### config.mk
export PLATFORM = sky130hd
export DESIGN_NAME = lz77d_out_reg
export DESIGN_NICKNAME = d
export VERILOG_FILES = /design/src/rtl/lz77d_pkg.sv /design/src/rtl/lz77d_out_reg.sv
export SDC_FILE = /design/constraint.sdc
export NUM_CORES = 1
export LEC_CHECK = 0
export BUFFER_PORTS_ARGS = -buffer_cell sky130_fd_sc_hd__buf_2
export CAP_MARGIN = 20
export CELL_PAD_IN_SITES_DETAIL_PLACEMENT = 1
export CELL_PAD_IN_SITES_GLOBAL_PLACEMENT = 1
export CORE_ASPECT_RATIO = 0.7
export CORE_MARGIN = 8
export CORE_UTILIZATION = 34
export DETAILED_ROUTE_END_ITERATION = 10
export PLACE_DENSITY_LB_ADDON = 0.12
export SLEW_MARGIN = 20
export SYNTH_ARGS = -nofsm -noshare
export SYNTH_HDL_FRONTEND = slang
export SYNTH_SLANG_ARGS = --single-unit
### constraint.sdc
create_clock -name clk -period 2.5 [get_ports clk]
set_input_delay 0.125 -clock clk [delete_from_list [all_inputs] [get_ports clk]]
set_output_delay 0.125 -clock clk [all_outputs]
set_load 0.02 [all_outputs]
### src/rtl/lz77d_pkg.sv
// ----------------------------------------------------------------------------
// lz77d_pkg
// Shared constants, types and helpers of the LZ77 token decompressor.
// ----------------------------------------------------------------------------
package lz77d_pkg;

    localparam int HISTORY_DEPTH    = 65536;
    localparam int HIST_AW          = $clog2(HISTORY_DEPTH);
    localparam int MAX_LENGTH       = 255;
    localparam int BYTES_PER_RESULT = 4;
    localparam int RESULT_BYTES     = (BYTES_PER_RESULT < 1) ? 1 :
                                      ((BYTES_PER_RESULT > 4) ? 4 : BYTES_PER_RESULT);
    localparam int CNT_W            = 21;

    localparam logic [CNT_W-1:0] COUNT_MAX      = {CNT_W{1'b1}};
    localparam logic [CNT_W-1:0] HIST_DEPTH_CNT = CNT_W'(HISTORY_DEPTH);
    localparam logic [7:0]       MAX_LEN_C      = 8'(MAX_LENGTH);
    localparam logic [2:0]       RES_BYTES_C    = 3'(RESULT_BYTES);

    localparam logic [1:0] STATUS_OK       = 2'd0;
    localparam logic [1:0] STATUS_BAD_DIST = 2'd1;
    localparam logic [1:0] STATUS_SIZE     = 2'd2;

    typedef struct packed {
        logic             req_type;
        logic [7:0]       literal_byte;
        logic [15:0]      distance;
        logic [7:0]       match_length;
        logic             block_start;
        logic             block_end;
        logic [CNT_W-1:0] blk_size;
    } token_t;

    typedef struct packed {
        logic [3:0][7:0] data;
        logic [2:0]      count;
        logic            last;
        logic [1:0]      status;
    } chunk_t;

    function automatic logic [CNT_W-1:0] sat_inc(input logic [CNT_W-1:0] cnt);
        sat_inc = (cnt == COUNT_MAX) ? cnt : cnt + 1'b1;
    endfunction

endpackage

### src/rtl/lz77d_out_reg.sv
// ----------------------------------------------------------------------------
// lz77d_out_reg
// Output register of the result stream; parts the collector from the sink.
// ----------------------------------------------------------------------------
module lz77d_out_reg
    import lz77d_pkg::*;
(
    input  logic        clk,
    input  logic        rst_n,
    input  logic        chunk_valid,
    input  chunk_t      chunk,
    output logic        chunk_ready,
    output logic        out_valid,
    output chunk_t      out_chunk,
    input  logic        out_ready
);

    logic   valid_reg, valid_next;
    chunk_t data_reg;

    assign chunk_ready = !valid_reg || out_ready;
    assign valid_next  = chunk_valid || (valid_reg && !out_ready);
    assign out_valid   = valid_reg;
    assign out_chunk   = data_reg;

    always_ff @(posedge clk or negedge rst_n)
    begin
        if (!rst_n)
        begin
            valid_reg <= 1'b0;
        end
        else
        begin
            valid_reg <= valid_next;
        end
    end

    // load a new word whenever one is offered and the register is free or being emptied
    always_ff @(posedge clk)
    begin
        if (chunk_valid && chunk_ready)
        begin
            data_reg <= chunk;
        end
    end

endmodule

* Word level (Yosys, flattened, before mapping)
Cells that the tools add are included.
** Cells by class
- Reduce and logical (&&, ||, !) cells :: 6
** Operators with widths (count)
- 1-bit logical AND :: 2
- 1-bit zero test :: 2
- 1-bit logical OR :: 2
** Storage, ports and cells
- Register bits :: 39
- Logic and storage cells :: 14
- Output and inout port bits :: 40

* Depth between registers and ports, before layout
- Depth after elaboration :: 3
- Mapped depth :: 2

* Least setup slack after synthesis
No wires, ideal clock.
- Kind :: register to register
- Start point :: register valid_reg (netlist: out_valid)
- End point :: register data_reg (netlist bit out_chunk[0]), enable pin
- Data required time :: 2.150 ns
- Buffers on the path :: 0
- Path slack :: 1.155 ns
- Data arrival time :: 0.995 ns
- Cell stages (with the launch flop) :: 3
- Clock period less this slack :: 1.345 ns
- Path through :: dfrtp_1 > nand2b_4 > and2_4
** Between the ends
- Cells in the longest elaborated chain, start to end :: 3
** Ends and longest elaborated chain
- start: declaration :: line lz77d_out_reg.sv:18 : logic valid_reg, valid_next;
- start signal: assignment :: line lz77d_out_reg.sv:34 : valid_reg <= valid_next;
- 1-bit zero test :: line lz77d_out_reg.sv:21 : assign chunk_ready = !valid_reg || out_ready;
- 1-bit logical OR :: line lz77d_out_reg.sv:21
- via chunk_ready :: line lz77d_out_reg.sv:12 : output logic chunk_ready,
- 1-bit logical AND :: line lz77d_out_reg.sv:41 : if (chunk_valid && chunk_ready)
- end signal: assignment :: line lz77d_out_reg.sv:43 : data_reg <= chunk;
- end: declaration :: line lz77d_out_reg.sv:19 : chunk_t data_reg;
The timed path passes the listed nets, and every way through them passes these cells.
A chain may end at the register's enable or synchronous reset.

* Worst setup path in the final report
- Start point :: register valid_reg (netlist: out_valid)
- End point :: register data_reg (netlist bit out_chunk[34]), enable pin
** Between the ends
- Cells in the longest elaborated chain, start to end :: 3
** Ends and longest elaborated chain (line)
- 1-bit zero test :: lz77d_out_reg.sv:21
- 1-bit logical OR :: lz77d_out_reg.sv:21
- 1-bit logical AND :: lz77d_out_reg.sv:41
Every way passes these cells.

==> impl_metrics.env <==
export IMPL_status="complete, no violations"
export IMPL_timing_setup_tns_ps=0
export IMPL_num_vias=754
export IMPL_h_tree_depth=2
export IMPL_synthDistinctLibCells=5
export IMPL_setup_violations=0
export IMPL_io_pins=82
export IMPL_syn_num_nets=84
export IMPL_antenna_found_initial=0
export IMPL_antenna_left=0
export IMPL_cp_required_ps=2420
export IMPL_post_cts_buffers=0
export IMPL_area_delta_synth_final_pct=50.2
export IMPL_critPathKind="reg2reg"
export IMPL_hold_buffers=1
export IMPL_syn_area_um2=1190
export IMPL_period_share_pct=52.9
export IMPL_drt_total_wl_um=3030
export IMPL_cts_resized=0
export IMPL_critPathArrivalTime_ps=1250
export IMPL_grt_overflow=0
export IMPL_cts_root_buffer="clkbuf_8"
export IMPL_wl_per_cell_um=16.3
export IMPL_endpoint="out_chunk[34]$_DFFE_PP_"
export IMPL_syn_avg_cell_area_um2=28.4
export IMPL_cts_max_path_buffers=2
export IMPL_reg2reg_depth=2
export IMPL_final_cell_mix="81 x buf_2, 38 x edfxtp_1, 5 x clkbuf_8, 5 x dlygate4sd3_1, 2 x clkbuf_1"
export IMPL_grt_pass1_vias=884
export IMPL_viasPerCell=4.05
export IMPL_syn_inst=42
export IMPL_drtPass1Iterations=2
export IMPL_path_cells="nand2b_4 > and2_4"
export IMPL_power_total_mw=1.30
export IMPL_startpoint="out_valid$_DFF_PN0_"
export IMPL_grt_first_pass_wirelength_um=4480
export IMPL_drive_above_1_share_pct=65.4
export IMPL_core_um2=3450
export IMPL_drt_met1_wl_um=1000
export IMPL_grt_max_degree=39
export IMPL_top_layer="met4"
export IMPL_cts_tree="done"
export IMPL_cts_buffers=5
export IMPL_met3_length_um=482
export IMPL_dp_cells=173
export IMPL_grt_usage_pct=10.8
export IMPL_final_common_cell="buf_2"
export IMPL_rsz0062_at_grt="no"
export IMPL_fin_cells=186
export IMPL_cap_violations=0
export IMPL_worst_pin_slew_ps=489
export IMPL_yosysWarnings=0
export IMPL_cts_sinks=39
export IMPL_core_rowCount=18
export IMPL_clock_fmax_ghz=0.756
export IMPL_n_antenna_cell=0
export IMPL_die_height_um=65.6
export IMPL_numPortBuffers=81
export IMPL_leakagePower_nw=0.769
export IMPL_rrSetupSlack_ps=1180
export IMPL_dieWidth_um=86.9
export IMPL_start_util_pct=34.7
export IMPL_rr_startpoint="out_valid$_DFF_PN0_"
export IMPL_crit_path_end_kind="flop"
export IMPL_nNetsFinal=177
export IMPL_power_per_cell_area_nw_per_um2=725
export IMPL_clock_latency_ps=280
export IMPL_globalplace_congestion=0.670
export IMPL_slowest_delay_ps=460
export IMPL_wl_met2_um=1510
export IMPL_clock_skew_ps=1.96
export IMPL_die_area_um2=5700
export IMPL_yosysSeqAreaShare_pct=97.6
export IMPL_drc=0
export IMPL_hold_violations=0
export IMPL_drv_slew=0
export IMPL_ys_ff_latch=39
export IMPL_fin_crit_ps=1320
export IMPL_start_kind="flop"
export IMPL_cp_max_fo=38
export IMPL_drtIter0Drc=46
export IMPL_ir_worst_vdd_uv=376
export IMPL_cp_slowest_cell="and2_4"
export IMPL_hold_path_class="in2reg"
export IMPL_max_slew_margin_rel_pct=67.4
export IMPL_r2r_end="out_chunk[34]$_DFFE_PP_"
export IMPL_clk_pin_slew_ps=70
worst max-delay path: cells and delay by family (launching register included):
kind	cells	cell delay, ps
AND/OR/NAND/NOR	2	540
flip-flops	1	400
kinds of logic after synthesis:
group	count (synthesis)	synth area share, %
DFF	39	97.6
and+or+nand+nor	3	2.41
layer usage:
metal	vias up	GRT usage (%)
met4	0	4.49
met2	45	17.6
met3	5	8.72
met5	-	0
met1	353	9.63
li1	351	-
per-stage QoR:
stage               hold WS [ps]  cell area, um^2  worst slack, ps  util, %
finish                      14.5             1790             1180     52.1
global route               -3.62             1790             1110     52.1
CTS                         3.37             1750             1160     50.9
detailed placement         -96.7             1660             1170     48.3
global placement           -99.1             1660             1210     48.3
floorplan                   -171             1190             1150        -
worst min-delay path by stage:
stage	from	to	slack (ps)	depth (start not counted)
floorplan	rst_n	out_valid$_DFF_PN0_	-170	0
global placement	rst_n	out_valid$_DFF_PN0_	-100	1
detailed placement	rst_n	out_valid$_DFF_PN0_	-100	1
CTS	chunk[35]	out_chunk[35]$_DFFE_PP_	3	1
global route	chunk[27]	out_chunk[27]$_DFFE_PP_	-4	1
finish	chunk[29]	out_chunk[29]$_DFFE_PP_	10	1
cells in the mapped netlist, drive strengths merged:
cell	number	share of area, %
and2	1	0.73
dfrtp	1	2.1
edfxtp	38	95
nand2b	2	1.7
cell type report:
cell class                 count  area, um^2
tap                           50        62.6
clock buffer                   7        76.3
timing repair buffer          86         455
sequential                    39        1170
multi-input combinational      3        28.8
clock inverter                 1        5.00
fill                         353        1650
where the power goes:
part	internal [mW]	leakage [nW]	switching, mW
registers	0.761	0.373	0.00949
clock network	0.195	0.0422	0.197
logic	0.0532	0.354	0.0851
total	1.01	0.769	0.292
sequential cells by signal (all words and copies together) (netlist names):
signal and cells:
out_valid 1, out_chunk 38
Note: power is estimated with default switching activity, not from simulation.
