### config.mk
export PLATFORM = sky130hd
export DESIGN_NAME = lz77d_ctrl
export DESIGN_NICKNAME = d
export VERILOG_FILES = /design/src/rtl/lz77d_pkg.sv /design/src/rtl/lz77d_ctrl.sv
export SDC_FILE = /design/constraint.sdc
export NUM_CORES = 1
export LEC_CHECK = 0
export CAP_MARGIN = 10
export CORE_MARGIN = 8
export CORE_UTILIZATION = 50
export CTS_CLUSTER_SIZE = 30
export DETAILED_ROUTE_END_ITERATION = 16
export DONT_BUFFER_PORTS = 1
export SLEW_MARGIN = 20
export SYNTH_ARGS = -nofsm -noshare
export SYNTH_HDL_FRONTEND = slang
export SYNTH_SLANG_ARGS = --single-unit
### constraint.sdc
create_clock -name clk -period 11.2 [get_ports clk]
set_input_delay 0 -clock clk [delete_from_list [all_inputs] [get_ports clk]]
set_output_delay 0 -clock clk [all_outputs]
set_load 0.05 [all_outputs]
### src/rtl/lz77d_pkg.sv
// ----------------------------------------------------------------------------
// lz77d_pkg
// Shared constants, types and helpers of the LZ77 token decompressor.
// ----------------------------------------------------------------------------
package lz77d_pkg;

    localparam int HISTORY_DEPTH    = 65536;
    localparam int HIST_AW          = $clog2(HISTORY_DEPTH);
    localparam int MAX_LENGTH       = 255;
    localparam int BYTES_PER_RESULT = 4;
    localparam int RESULT_BYTES     = (BYTES_PER_RESULT < 1) ? 1 :
                                      ((BYTES_PER_RESULT > 4) ? 4 : BYTES_PER_RESULT);
    localparam int CNT_W            = 21;

    localparam logic [CNT_W-1:0] COUNT_MAX      = {CNT_W{1'b1}};
    localparam logic [CNT_W-1:0] HIST_DEPTH_CNT = CNT_W'(HISTORY_DEPTH);
    localparam logic [7:0]       MAX_LEN_C      = 8'(MAX_LENGTH);
    localparam logic [2:0]       RES_BYTES_C    = 3'(RESULT_BYTES);

    localparam logic [1:0] STATUS_OK       = 2'd0;
    localparam logic [1:0] STATUS_BAD_DIST = 2'd1;
    localparam logic [1:0] STATUS_SIZE     = 2'd2;

    typedef struct packed {
        logic             req_type;
        logic [7:0]       literal_byte;
        logic [15:0]      distance;
        logic [7:0]       match_length;
        logic             block_start;
        logic             block_end;
        logic [CNT_W-1:0] blk_size;
    } token_t;

    typedef struct packed {
        logic [3:0][7:0] data;
        logic [2:0]      count;
        logic            last;
        logic [1:0]      status;
    } chunk_t;

    function automatic logic [CNT_W-1:0] sat_inc(input logic [CNT_W-1:0] cnt);
        sat_inc = (cnt == COUNT_MAX) ? cnt : cnt + 1'b1;
    endfunction

endpackage

### src/rtl/lz77d_ctrl.sv
// ----------------------------------------------------------------------------
// lz77d_ctrl
// Token decode, history copy loop and result collector.
// ----------------------------------------------------------------------------
module lz77d_ctrl
    import lz77d_pkg::*;
(
    input  logic               clk,
    input  logic               rst_n,
    input  logic               tok_valid,
    input  token_t             tok,
    output logic               tok_ready,
    output logic               chunk_valid,
    output chunk_t             chunk,
    input  logic               chunk_ready,
    output logic               ram_wr_en,
    output logic [HIST_AW-1:0] ram_wr_addr,
    output logic [7:0]         ram_wr_data,
    output logic               ram_rd_en,
    output logic [HIST_AW-1:0] ram_rd_addr,
    input  logic [7:0]         ram_rd_data
);

    localparam logic ST_IDLE = 1'b0;
    localparam logic ST_COPY = 1'b1;

    logic               state_reg,     state_next;
    logic [HIST_AW-1:0] wr_pos_reg,    wr_pos_next;
    logic [CNT_W-1:0]   produced_reg,  produced_next;
    logic [7:0]         prev_byte_reg, prev_byte_next;
    logic [15:0]        dist_reg,      dist_next;
    logic               dist_one_reg,  dist_one_next;
    logic [7:0]         remain_reg,    remain_next;
    logic               bend_reg,      bend_next;
    logic [CNT_W-1:0]   bsize_reg,     bsize_next;
    logic               rd_valid_reg,  rd_valid_next;
    logic               rd_last_reg,   rd_last_next;

    logic [3:0][7:0]    col_data_reg,   col_data_next;
    logic [2:0]         col_fill_reg,   col_fill_next;
    logic               col_done_reg,   col_done_next;
    logic               col_last_reg,   col_last_next;
    logic [1:0]         col_status_reg, col_status_next;

    logic               accept;
    logic               move;
    logic [CNT_W-1:0]   base_cnt;
    logic [CNT_W-1:0]   base_inc;
    logic [CNT_W-1:0]   prod_inc;
    logic [7:0]         len_sat;
    logic               dist_bad;
    logic [7:0]         arr_byte;
    logic [2:0]         fill_inc;

    assign tok_ready   = (state_reg == ST_IDLE) && (!col_done_reg || chunk_ready);
    assign accept      = tok_valid && tok_ready;
    assign move        = col_done_reg && chunk_ready;
    assign chunk_valid = col_done_reg;
    assign chunk       = '{data: col_data_reg, count: col_fill_reg,
                           last: col_last_reg, status: col_status_reg};

    assign base_cnt = tok.block_start ? '0 : produced_reg;
    assign base_inc = sat_inc(base_cnt);
    assign prod_inc = sat_inc(produced_reg);
    assign len_sat  = (tok.match_length > MAX_LEN_C) ? MAX_LEN_C : tok.match_length;
    assign dist_bad = (tok.distance == 16'd0)
                   || ({{(CNT_W-16){1'b0}}, tok.distance} > base_cnt)
                   || ({{(CNT_W-16){1'b0}}, tok.distance} > HIST_DEPTH_CNT);
    assign arr_byte = dist_one_reg ? prev_byte_reg : ram_rd_data;
    assign fill_inc = col_fill_reg + 3'd1;

    always_comb
    begin
        state_next      = state_reg;
        wr_pos_next     = wr_pos_reg;
        produced_next   = produced_reg;
        prev_byte_next  = prev_byte_reg;
        dist_next       = dist_reg;
        dist_one_next   = dist_one_reg;
        remain_next     = remain_reg;
        bend_next       = bend_reg;
        bsize_next      = bsize_reg;
        rd_valid_next   = 1'b0;
        rd_last_next    = rd_last_reg;
        col_data_next   = col_data_reg;
        col_fill_next   = col_fill_reg;
        col_done_next   = col_done_reg;
        col_last_next   = col_last_reg;
        col_status_next = col_status_reg;
        ram_wr_en       = 1'b0;
        ram_wr_addr     = wr_pos_reg;
        ram_wr_data     = arr_byte;
        ram_rd_en       = 1'b0;
        ram_rd_addr     = wr_pos_reg + {{(HIST_AW-1){1'b0}}, rd_valid_reg}
                        - dist_reg[HIST_AW-1:0];

        // hand the finished word to the output register
        if (move)
        begin
            col_data_next   = '0;
            col_fill_next   = 3'd0;
            col_done_next   = 1'b0;
            col_last_next   = 1'b0;
            col_status_next = STATUS_OK;
        end

        if (accept)
        begin
            if (!tok.req_type)
            begin
                ram_wr_en        = 1'b1;
                ram_wr_data      = tok.literal_byte;
                wr_pos_next      = wr_pos_reg + 1'b1;
                produced_next    = base_inc;
                prev_byte_next   = tok.literal_byte;
                col_data_next[0] = tok.literal_byte;
                col_fill_next    = 3'd1;
                col_done_next    = 1'b1;
                col_last_next    = 1'b1;
                col_status_next  = (tok.block_end && (base_inc != tok.blk_size))
                                 ? STATUS_SIZE : STATUS_OK;
            end
            else
            begin
                produced_next = base_cnt;
                if (dist_bad)
                begin
                    col_done_next   = 1'b1;
                    col_last_next   = 1'b1;
                    col_status_next = STATUS_BAD_DIST;
                end
                else if (len_sat == 8'd0)
                begin
                    col_done_next   = 1'b1;
                    col_last_next   = 1'b1;
                    col_status_next = (tok.block_end && (base_cnt != tok.blk_size))
                                    ? STATUS_SIZE : STATUS_OK;
                end
                else
                begin
                    state_next    = ST_COPY;
                    dist_next     = tok.distance;
                    dist_one_next = (tok.distance == 16'd1);
                    remain_next   = len_sat;
                    bend_next     = tok.block_end;
                    bsize_next    = tok.blk_size;
                end
            end
        end

        // read data arrives: append to history and to the collector
        if (rd_valid_reg)
        begin
            ram_wr_en      = 1'b1;
            ram_wr_data    = arr_byte;
            wr_pos_next    = wr_pos_reg + 1'b1;
            produced_next  = prod_inc;
            prev_byte_next = arr_byte;
            col_data_next[col_fill_reg[1:0]] = arr_byte;
            col_fill_next  = fill_inc;
            if ((fill_inc == RES_BYTES_C) || rd_last_reg)
            begin
                col_done_next   = 1'b1;
                col_last_next   = rd_last_reg;
                col_status_next = (rd_last_reg && bend_reg && (prod_inc != bsize_reg))
                                ? STATUS_SIZE : STATUS_OK;
            end
            if (rd_last_reg)
            begin
                state_next = ST_IDLE;
            end
        end

        // issue the next source read only when the collector can take it
        if ((state_reg == ST_COPY) && (remain_reg != 8'd0) && !col_done_next)
        begin
            ram_rd_en     = 1'b1;
            remain_next   = remain_reg - 8'd1;
            rd_valid_next = 1'b1;
            rd_last_next  = (remain_reg == 8'd1);
        end
    end

    always_ff @(posedge clk or negedge rst_n)
    begin
        if (!rst_n)
        begin
            state_reg      <= ST_IDLE;
            wr_pos_reg     <= '0;
            produced_reg   <= '0;
            prev_byte_reg  <= '0;
            remain_reg     <= '0;
            rd_valid_reg   <= 1'b0;
            rd_last_reg    <= 1'b0;
            col_data_reg   <= '0;
            col_fill_reg   <= '0;
            col_done_reg   <= 1'b0;
            col_last_reg   <= 1'b0;
            col_status_reg <= STATUS_OK;
        end
        else
        begin
            state_reg      <= state_next;
            wr_pos_reg     <= wr_pos_next;
            produced_reg   <= produced_next;
            prev_byte_reg  <= prev_byte_next;
            remain_reg     <= remain_next;
            rd_valid_reg   <= rd_valid_next;
            rd_last_reg    <= rd_last_next;
            col_data_reg   <= col_data_next;
            col_fill_reg   <= col_fill_next;
            col_done_reg   <= col_done_next;
            col_last_reg   <= col_last_next;
            col_status_reg <= col_status_next;
        end
    end

    always_ff @(posedge clk)
    begin
        dist_reg     <= dist_next;
        dist_one_reg <= dist_one_next;
        bend_reg     <= bend_next;
        bsize_reg    <= bsize_next;
    end

endmodule

== Word level (Yosys, flattened, before mapping) ==
Cells that the tools add are included.
Cells by class
  reductions and logical operators: 24
  $lt $le $gt $ge: 4
  eq/ne operators: 11
  muxes and demuxes: 67
  bitwise gates (word level): 3
  add/sub/neg operators: 7
Operators by type and width (count)
  2-to-1 mux 8 bit: 16
  2-to-1 mux 21 bit: 6
  2-to-1 mux 32 bit: 2
  inequality test 21 bit: 3
  2-to-1 mux 16 bit: 3
  adder 21 x 1 -> 21 bit (second input constant): 2
  == test 21 bit (second input constant): 2
  bitwise mux 32 bit: 1
  2-to-1 mux 1 bit: 24
  > comparator 16 x 21 -> 1 bit: 1
  2-to-1 mux 2 bit: 10
  adder 16 x 1 -> 16 bit: 1
  adder 16 x 1 -> 16 bit (second input constant): 1
  demux 8 bit (select 2 bit): 1
  == test 16 x 1 -> 1 bit (second input constant): 1
  zero test 16 bit: 1
  subtractor 16 bit: 1
  2-to-1 mux 3 bit: 4
  logical AND 1 bit: 10
  == test 8 x 1 -> 1 bit (second input constant): 1
  > comparator 8 bit (second input constant): 1
  zero test 8 bit: 1
  AND reduction 4 bit: 2
  nonzero test 8 bit: 1
  other kinds (11): 20
Word-level totals
  output and inout port bits: 82
  register bits: 134
  input bits: 68

== Logic depth before layout (Yosys ltp) ==
  word-level depth: 13
  mapped depth: 16

== Least setup slack after synthesis ==
No wires, ideal clock.
  kind: register to register
  from: reg col_done_reg, in the netlist chunk_valid
  to: reg remain_reg[6]
  setup slack: 6.905 ns
  stages on the path, launching flop included: 10
  required time: 11.073 ns
  clock period less this slack: 4.295 ns
  library setup time: 0.127 ns
  arrival: 4.168 ns
  path through: dfrtp_1 -> nor2b_1 -> nor2_1 -> nand2_1 -> nor3_1 -> nand2_1 -> inv_1 -> clkbuf_1 -> o21ai_0 -> a221o_1
On the way
  elaborated cells between the ends (all ways): 20
  classes of those cells: eq/ne (2); mux (8); reduce/logical (10)
RTL lines
  start: declaration: line lz77d_ctrl.sv:41  | logic col_done_reg, col_done_next;
  start signal: assignment: line lz77d_ctrl.sv:212  | col_done_reg <= col_done_next;
  zero test 1 bit (*): line lz77d_ctrl.sv:55  | assign tok_ready = (state_reg == ST_IDLE) && (!col_done_reg || chunk_ready);
  logical OR 1 bit (*): line lz77d_ctrl.sv:55
  logical AND 1 bit (*): line lz77d_ctrl.sv:55
  named net tok_ready: line lz77d_ctrl.sv:12  | output logic tok_ready,
  logical AND 1 bit (*): line lz77d_ctrl.sv:56  | assign accept = tok_valid && tok_ready;
  2-to-1 mux 1 bit: line lz77d_ctrl.sv:107  | if (accept)
  2-to-1 mux 1 bit: line lz77d_ctrl.sv:161  | if ((fill_inc == RES_BYTES_C) || rd_last_reg)
  2-to-1 mux 1 bit: line lz77d_ctrl.sv:152  | if (rd_valid_reg)
  zero test 1 bit: line lz77d_ctrl.sv:175  | if ((state_reg == ST_COPY) && (remain_reg != 8'd0) && !col_done_next)
  logical AND 1 bit: line lz77d_ctrl.sv:175
  inequality test 2 x 1 -> 1 bit (no source line) or nonzero test 2 bit (tied branches)
  AND reduction 4 bit (no source line)
  end signal: assignment: line lz77d_ctrl.sv:207  | remain_reg <= remain_next;
  end: declaration: line lz77d_ctrl.sv:33  | logic [7:0] remain_reg, remain_next;
Mark *: on every way through the listed nets, which the timed path passes. The rest lies on a longest branch.
A chain may end at the register's enable or synchronous reset.

== Worst setup path in the final report ==
  from: reg col_done_reg, in the netlist chunk_valid
  to: out ram_wr_data[4]
On the way
  longest elaborated chain between the ends: 6
Ends and longest elaborated chain
  zero test 1 bit: line lz77d_ctrl.sv:55
  logical OR 1 bit: line lz77d_ctrl.sv:55
  logical AND 1 bit: line lz77d_ctrl.sv:55
  named net tok_ready: line lz77d_ctrl.sv:12
  logical AND 1 bit: line lz77d_ctrl.sv:56
  2-to-1 mux 8 bit: line lz77d_ctrl.sv:107
  2-to-1 mux 8 bit: line lz77d_ctrl.sv:152
  end: declaration: line lz77d_ctrl.sv:18  | output logic [7:0] ram_wr_data,
The timed path passes the listed nets, and every way through them passes these cells.

==> summary.md <==
| Metric | Value |
|---|---|
| CTS H-tree lvls | `4` |
| Nets | `about 1300` |
| WHS Path Cells | `4` |
| Die Wd | `~160 um` |
| Reg2Reg Capture Point | `remain_reg[2]$_DFFE_PN0P_` |
| First-pass GRT wire length | `approximately 49000 um` |
| Count leader, synth | `nand2_1` |
| Critical path arrival | `between 4 and 5 ns` |
| DRC violations left | `0` |
| Seq/Total Area, Yosys | `a little over a third` |
| Syn_nets | `~1200` |
| Count of final setup violators | `0` |
| Post-route setup slack | `roughly 6.5 ns` |
| Crit share post-route | `roughly 42%` |
| Post-synth EDFFs | `39` |
| Cell taking the most area after synthesis | `dfrtp_1` |
| Commonest cells in the netlist | `108 x nand2_1, 95 x dfrtp_1, 78 x nor2_1` |
| Final Skew | `between 0.01 and 0.015 ns` |
| Simple-gate area share of the yosys netlist | `a little over a fifth` |
| Post-synth top area share | `roughly 24%` |
| Endpoint class of the critical path | `output pin` |
| Final hold vios | `0` |
| Area Overhead vs Synth | `14.1%` |
| Family with the most delay on the worst path | `simple AND/OR/NAND/NOR gates` |
| Number of I/O pins | `150` |
| Clock buffer depth | `2` |
| Gate Count Post-Synth | `roughly 1100` |
| Worst rel slew slack | `24.1%` |
| Power Dens Cells | `261 nW/um^2` |
| Routed WL | `31500 um` |
| RD Place Congestion | `around 0.98` |
| CTS tree | `built` |
| Final antenna diode count | `0` |
| GR Overflow Total | `0` |
| Leakage power | `4.39 nW` |
| Clock transition at path regs | `roughly 0.06 ns` |
| DR vias | `8989` |
| Vias/cell | `~6.3` |
| RSZ-0062 raised after global routing | `false` |
| HP Start | `tok[17]` |
| Largest family of logic cells by synthesized area | `simple AND/OR/NAND/NOR gates` |
| Status | `complete, no violations` |
| Vias in the first global route | `between 8000 and 9000` |
| Slowest-stage cell, CP | `a21oi_1` |
| Max FFs per register | `32` |
| Final TNS setup | `0 ns` |
| R2r startpoint | `produced_reg[10]$_DFFE_PN0P_` |
| Synth top area cells | `dfrtp_1 24%, edfxtp_1 12%, ha_1 7.0%` |
| Synth Area in Compound Gates | `19.0%` |
| CP Class | `register to output pin` |
| Startpoint Class | `register` |
| Initial core utilization | `about half` |
| Row count | `slightly above 50` |
| Final Critical Period | `approximately 4.7 ns` |
| Clk root buf | `clkbuf_16` |
| Hold WS | `approximately 0.017 ns` |
| Pwr Total | `between 2 and 3 mW` |
| Final ANT Viol Nets | `0` |
| Synth Area in Adders | `around 7.2%` |
| Synthesis Warnings | `0` |
| DR iter-0 viols | `approximately 980` |
| CP Cell Sequence | `nor2b_1 -> nor2_1 -> nand2_1 -> buf_4 -> nor2_2 -> nand2_1 -> a21oi_1` |
| Max-cap viol count | `0` |
| Post_cts resized | `0` |
| Num Clock Sinks | `~130` |
| Initial antenna violation count | `0` |
| Cell area after synthesis | `approximately 9800 um^2` |
| Worst Max-Slew Pin Slew | `about 1.1 ns` |
| CP peak stage delay | `1.00 ns` |
| Worst vdd ir | `between 0.15 and 0.2 mV` |
| Worst-path fanout max | `28` |
| Synthesized area per cell | `a little under 9 um^2` |
| Max Fclk | `about 0.21 GHz` |
| Max-slew violations | `0` |
| CORE AREA | `19400 um^2` |
| TritonCTS Buffers | `17` |
| HPWL Detailed | `22300 um` |
| Port bufs | `0` |
| Fraction of registers with async set/reset | `70.9%` |
| Distinct cells, synth | `81` |
| Crit path required time | `between 10 and 15 ns` |
| WL/cell | `22.1 um` |
| Most frequent CP cell | `nand2_1` |
| Largest net degree at the start of global routing | `96` |
| Mux contribution to synthesized area | `roughly 2.0%` |
| Yosys reg bits | `134` |
| Total track usage | `between 20% and 30%` |
| Hold Crit Endpoint | `col_status_reg[1]$_DFF_PN0_` |
| Buf/Inv on CP | `1` |
| Drt first pass iters | `8` |
| Xor and xnor area share after synthesis | `a little under a tenth` |
| Dpl ws | `6.89 ns` |
| Min-Delay Path Class | `input port to register` |
| Dominant synthesized flop cell | `dfrtp_1` |
| Share of layout cells above drive strength 1 | `under 10%` |
| Clock Latency Late Sink | `0.43 ns` |
| R2r setup slk | `6.51 ns` |
| FILL cells | `1795` |
| R2R depth | `14` |
| Die footprint | `24400 um^2` |
| Die H | `about 160 um` |
-- through the flow --
| step | utilization, % | cell area (um^2) | std cells |
|---|---|---|---|
| after global placement | 51.1 | 9920 | 1326 |
| after CTS | 57.8 | 11200 | 1425 |
| final | 57.8 | 11200 | 1425 |
| after detailed placement | 51.1 | 9920 | 1326 |
| after floorplan | - | 9840 | 1123 |
| after global routing | 57.8 | 11200 | 1425 |
-- report_power, final --
group          leakage, nW  switching (mW)  internal (mW)  total [mW]
Sequential            1.52           0.479          0.644        1.12
Combinational         2.58           0.810          0.421        1.23
Clock                0.291           0.257          0.319       0.576
Total                 4.39            1.55           1.38        2.93
-- logic make-up (layout without fill, tap and decap cells) --
| family | Yosys count | after routing |
|---|---|---|
| DFF | 134 | 134 |
| and+or+nand+nor | 411 | 411 |
| xor gates and xnor gates | 100 | 100 |
| buffers and inverters | 119 | 156 |
| AOI/OAI and AO/OA | 284 | 284 |
| muxes | 19 | 19 |
| adders and majority gates | 56 | 56 |
-- cell usage in the layout, fill, tap and decap left out, types with 10 or more instances in the layout --
master,count
nand2_1,108
dfrtp_1,94
nor2_1,77
o21ai_0,75
xnor2_1,73
dlygate4sd3_1,66
a21oi_1,62
ha_1,55
inv_1,51
edfxtp_1,39
nor3_1,37
nand3_1,34
a31oi_1,28
xor2_1,25
nor4_1,23
and3_1,21
nand4_1,20
nand2b_1,17
clkbuf_16,17
mux2i_1,14
a211oi_1,14
o211ai_1,12
or4_1,11
or3_1,10
-- what timing repair did --
item / 4_1_cts / 5_1_grt
setup buffers: 0 / 0
setup endpoints to repair: 0 / 0
hold buffers: 67 / 0
endpoints found under the hold margin: 185 / 0
-- cell type report --
class	instances	area, um^2	share of cell area, %
timing repair buffer	71	718	6.40
tap	265	332	2.96
clock inverter	15	183	1.63
inverter	53	200	1.78
multi-input combinational	870	5810	51.8
clock buffer	17	425	3.79
sequential	134	3550	31.6
-- layer usage --
metal	up-vias	global-route usage [%]	wire length, um
li1	4215	-	-
met1	4331	34.7	13700
met2	385	39.2	14100
met3	58	5.87	2730
met4	0	10.8	996
met5	-	0	0
-- how the worst max path moves through the flow --
stage	startpoint	to	slack (ns)	cells after the start
after floorplan	chunk_valid$_DFF_PN0_	remain_reg[6]$_DFFE_PN0P_	6.90	9
after global placement	chunk_valid$_DFF_PN0_	ram_wr_data[6]	6.97	7
after detailed placement	produced_reg[10]$_DFFE_PN0P_	remain_reg[6]$_DFFE_PN0P_	6.89	14
after CTS	chunk_valid$_DFF_PN0_	ram_wr_data[5]	6.46	7
after global routing	produced_reg[10]$_DFFE_PN0P_	remain_reg[2]$_DFFE_PN0P_	6.13	14
final	chunk_valid$_DFF_PN0_	ram_wr_data[4]	6.45	7
-- worst reg2reg max path: cells and delay by family (launching register included) --
kind            cells  cell delay, ns
mux                 1            0.59
fa+ha+maj           1            0.30
compound gates      3            1.05
flops               1            0.74
buf+inv             3            0.97
simple gates        6            0.92
(Power assumes the default switching activity.)
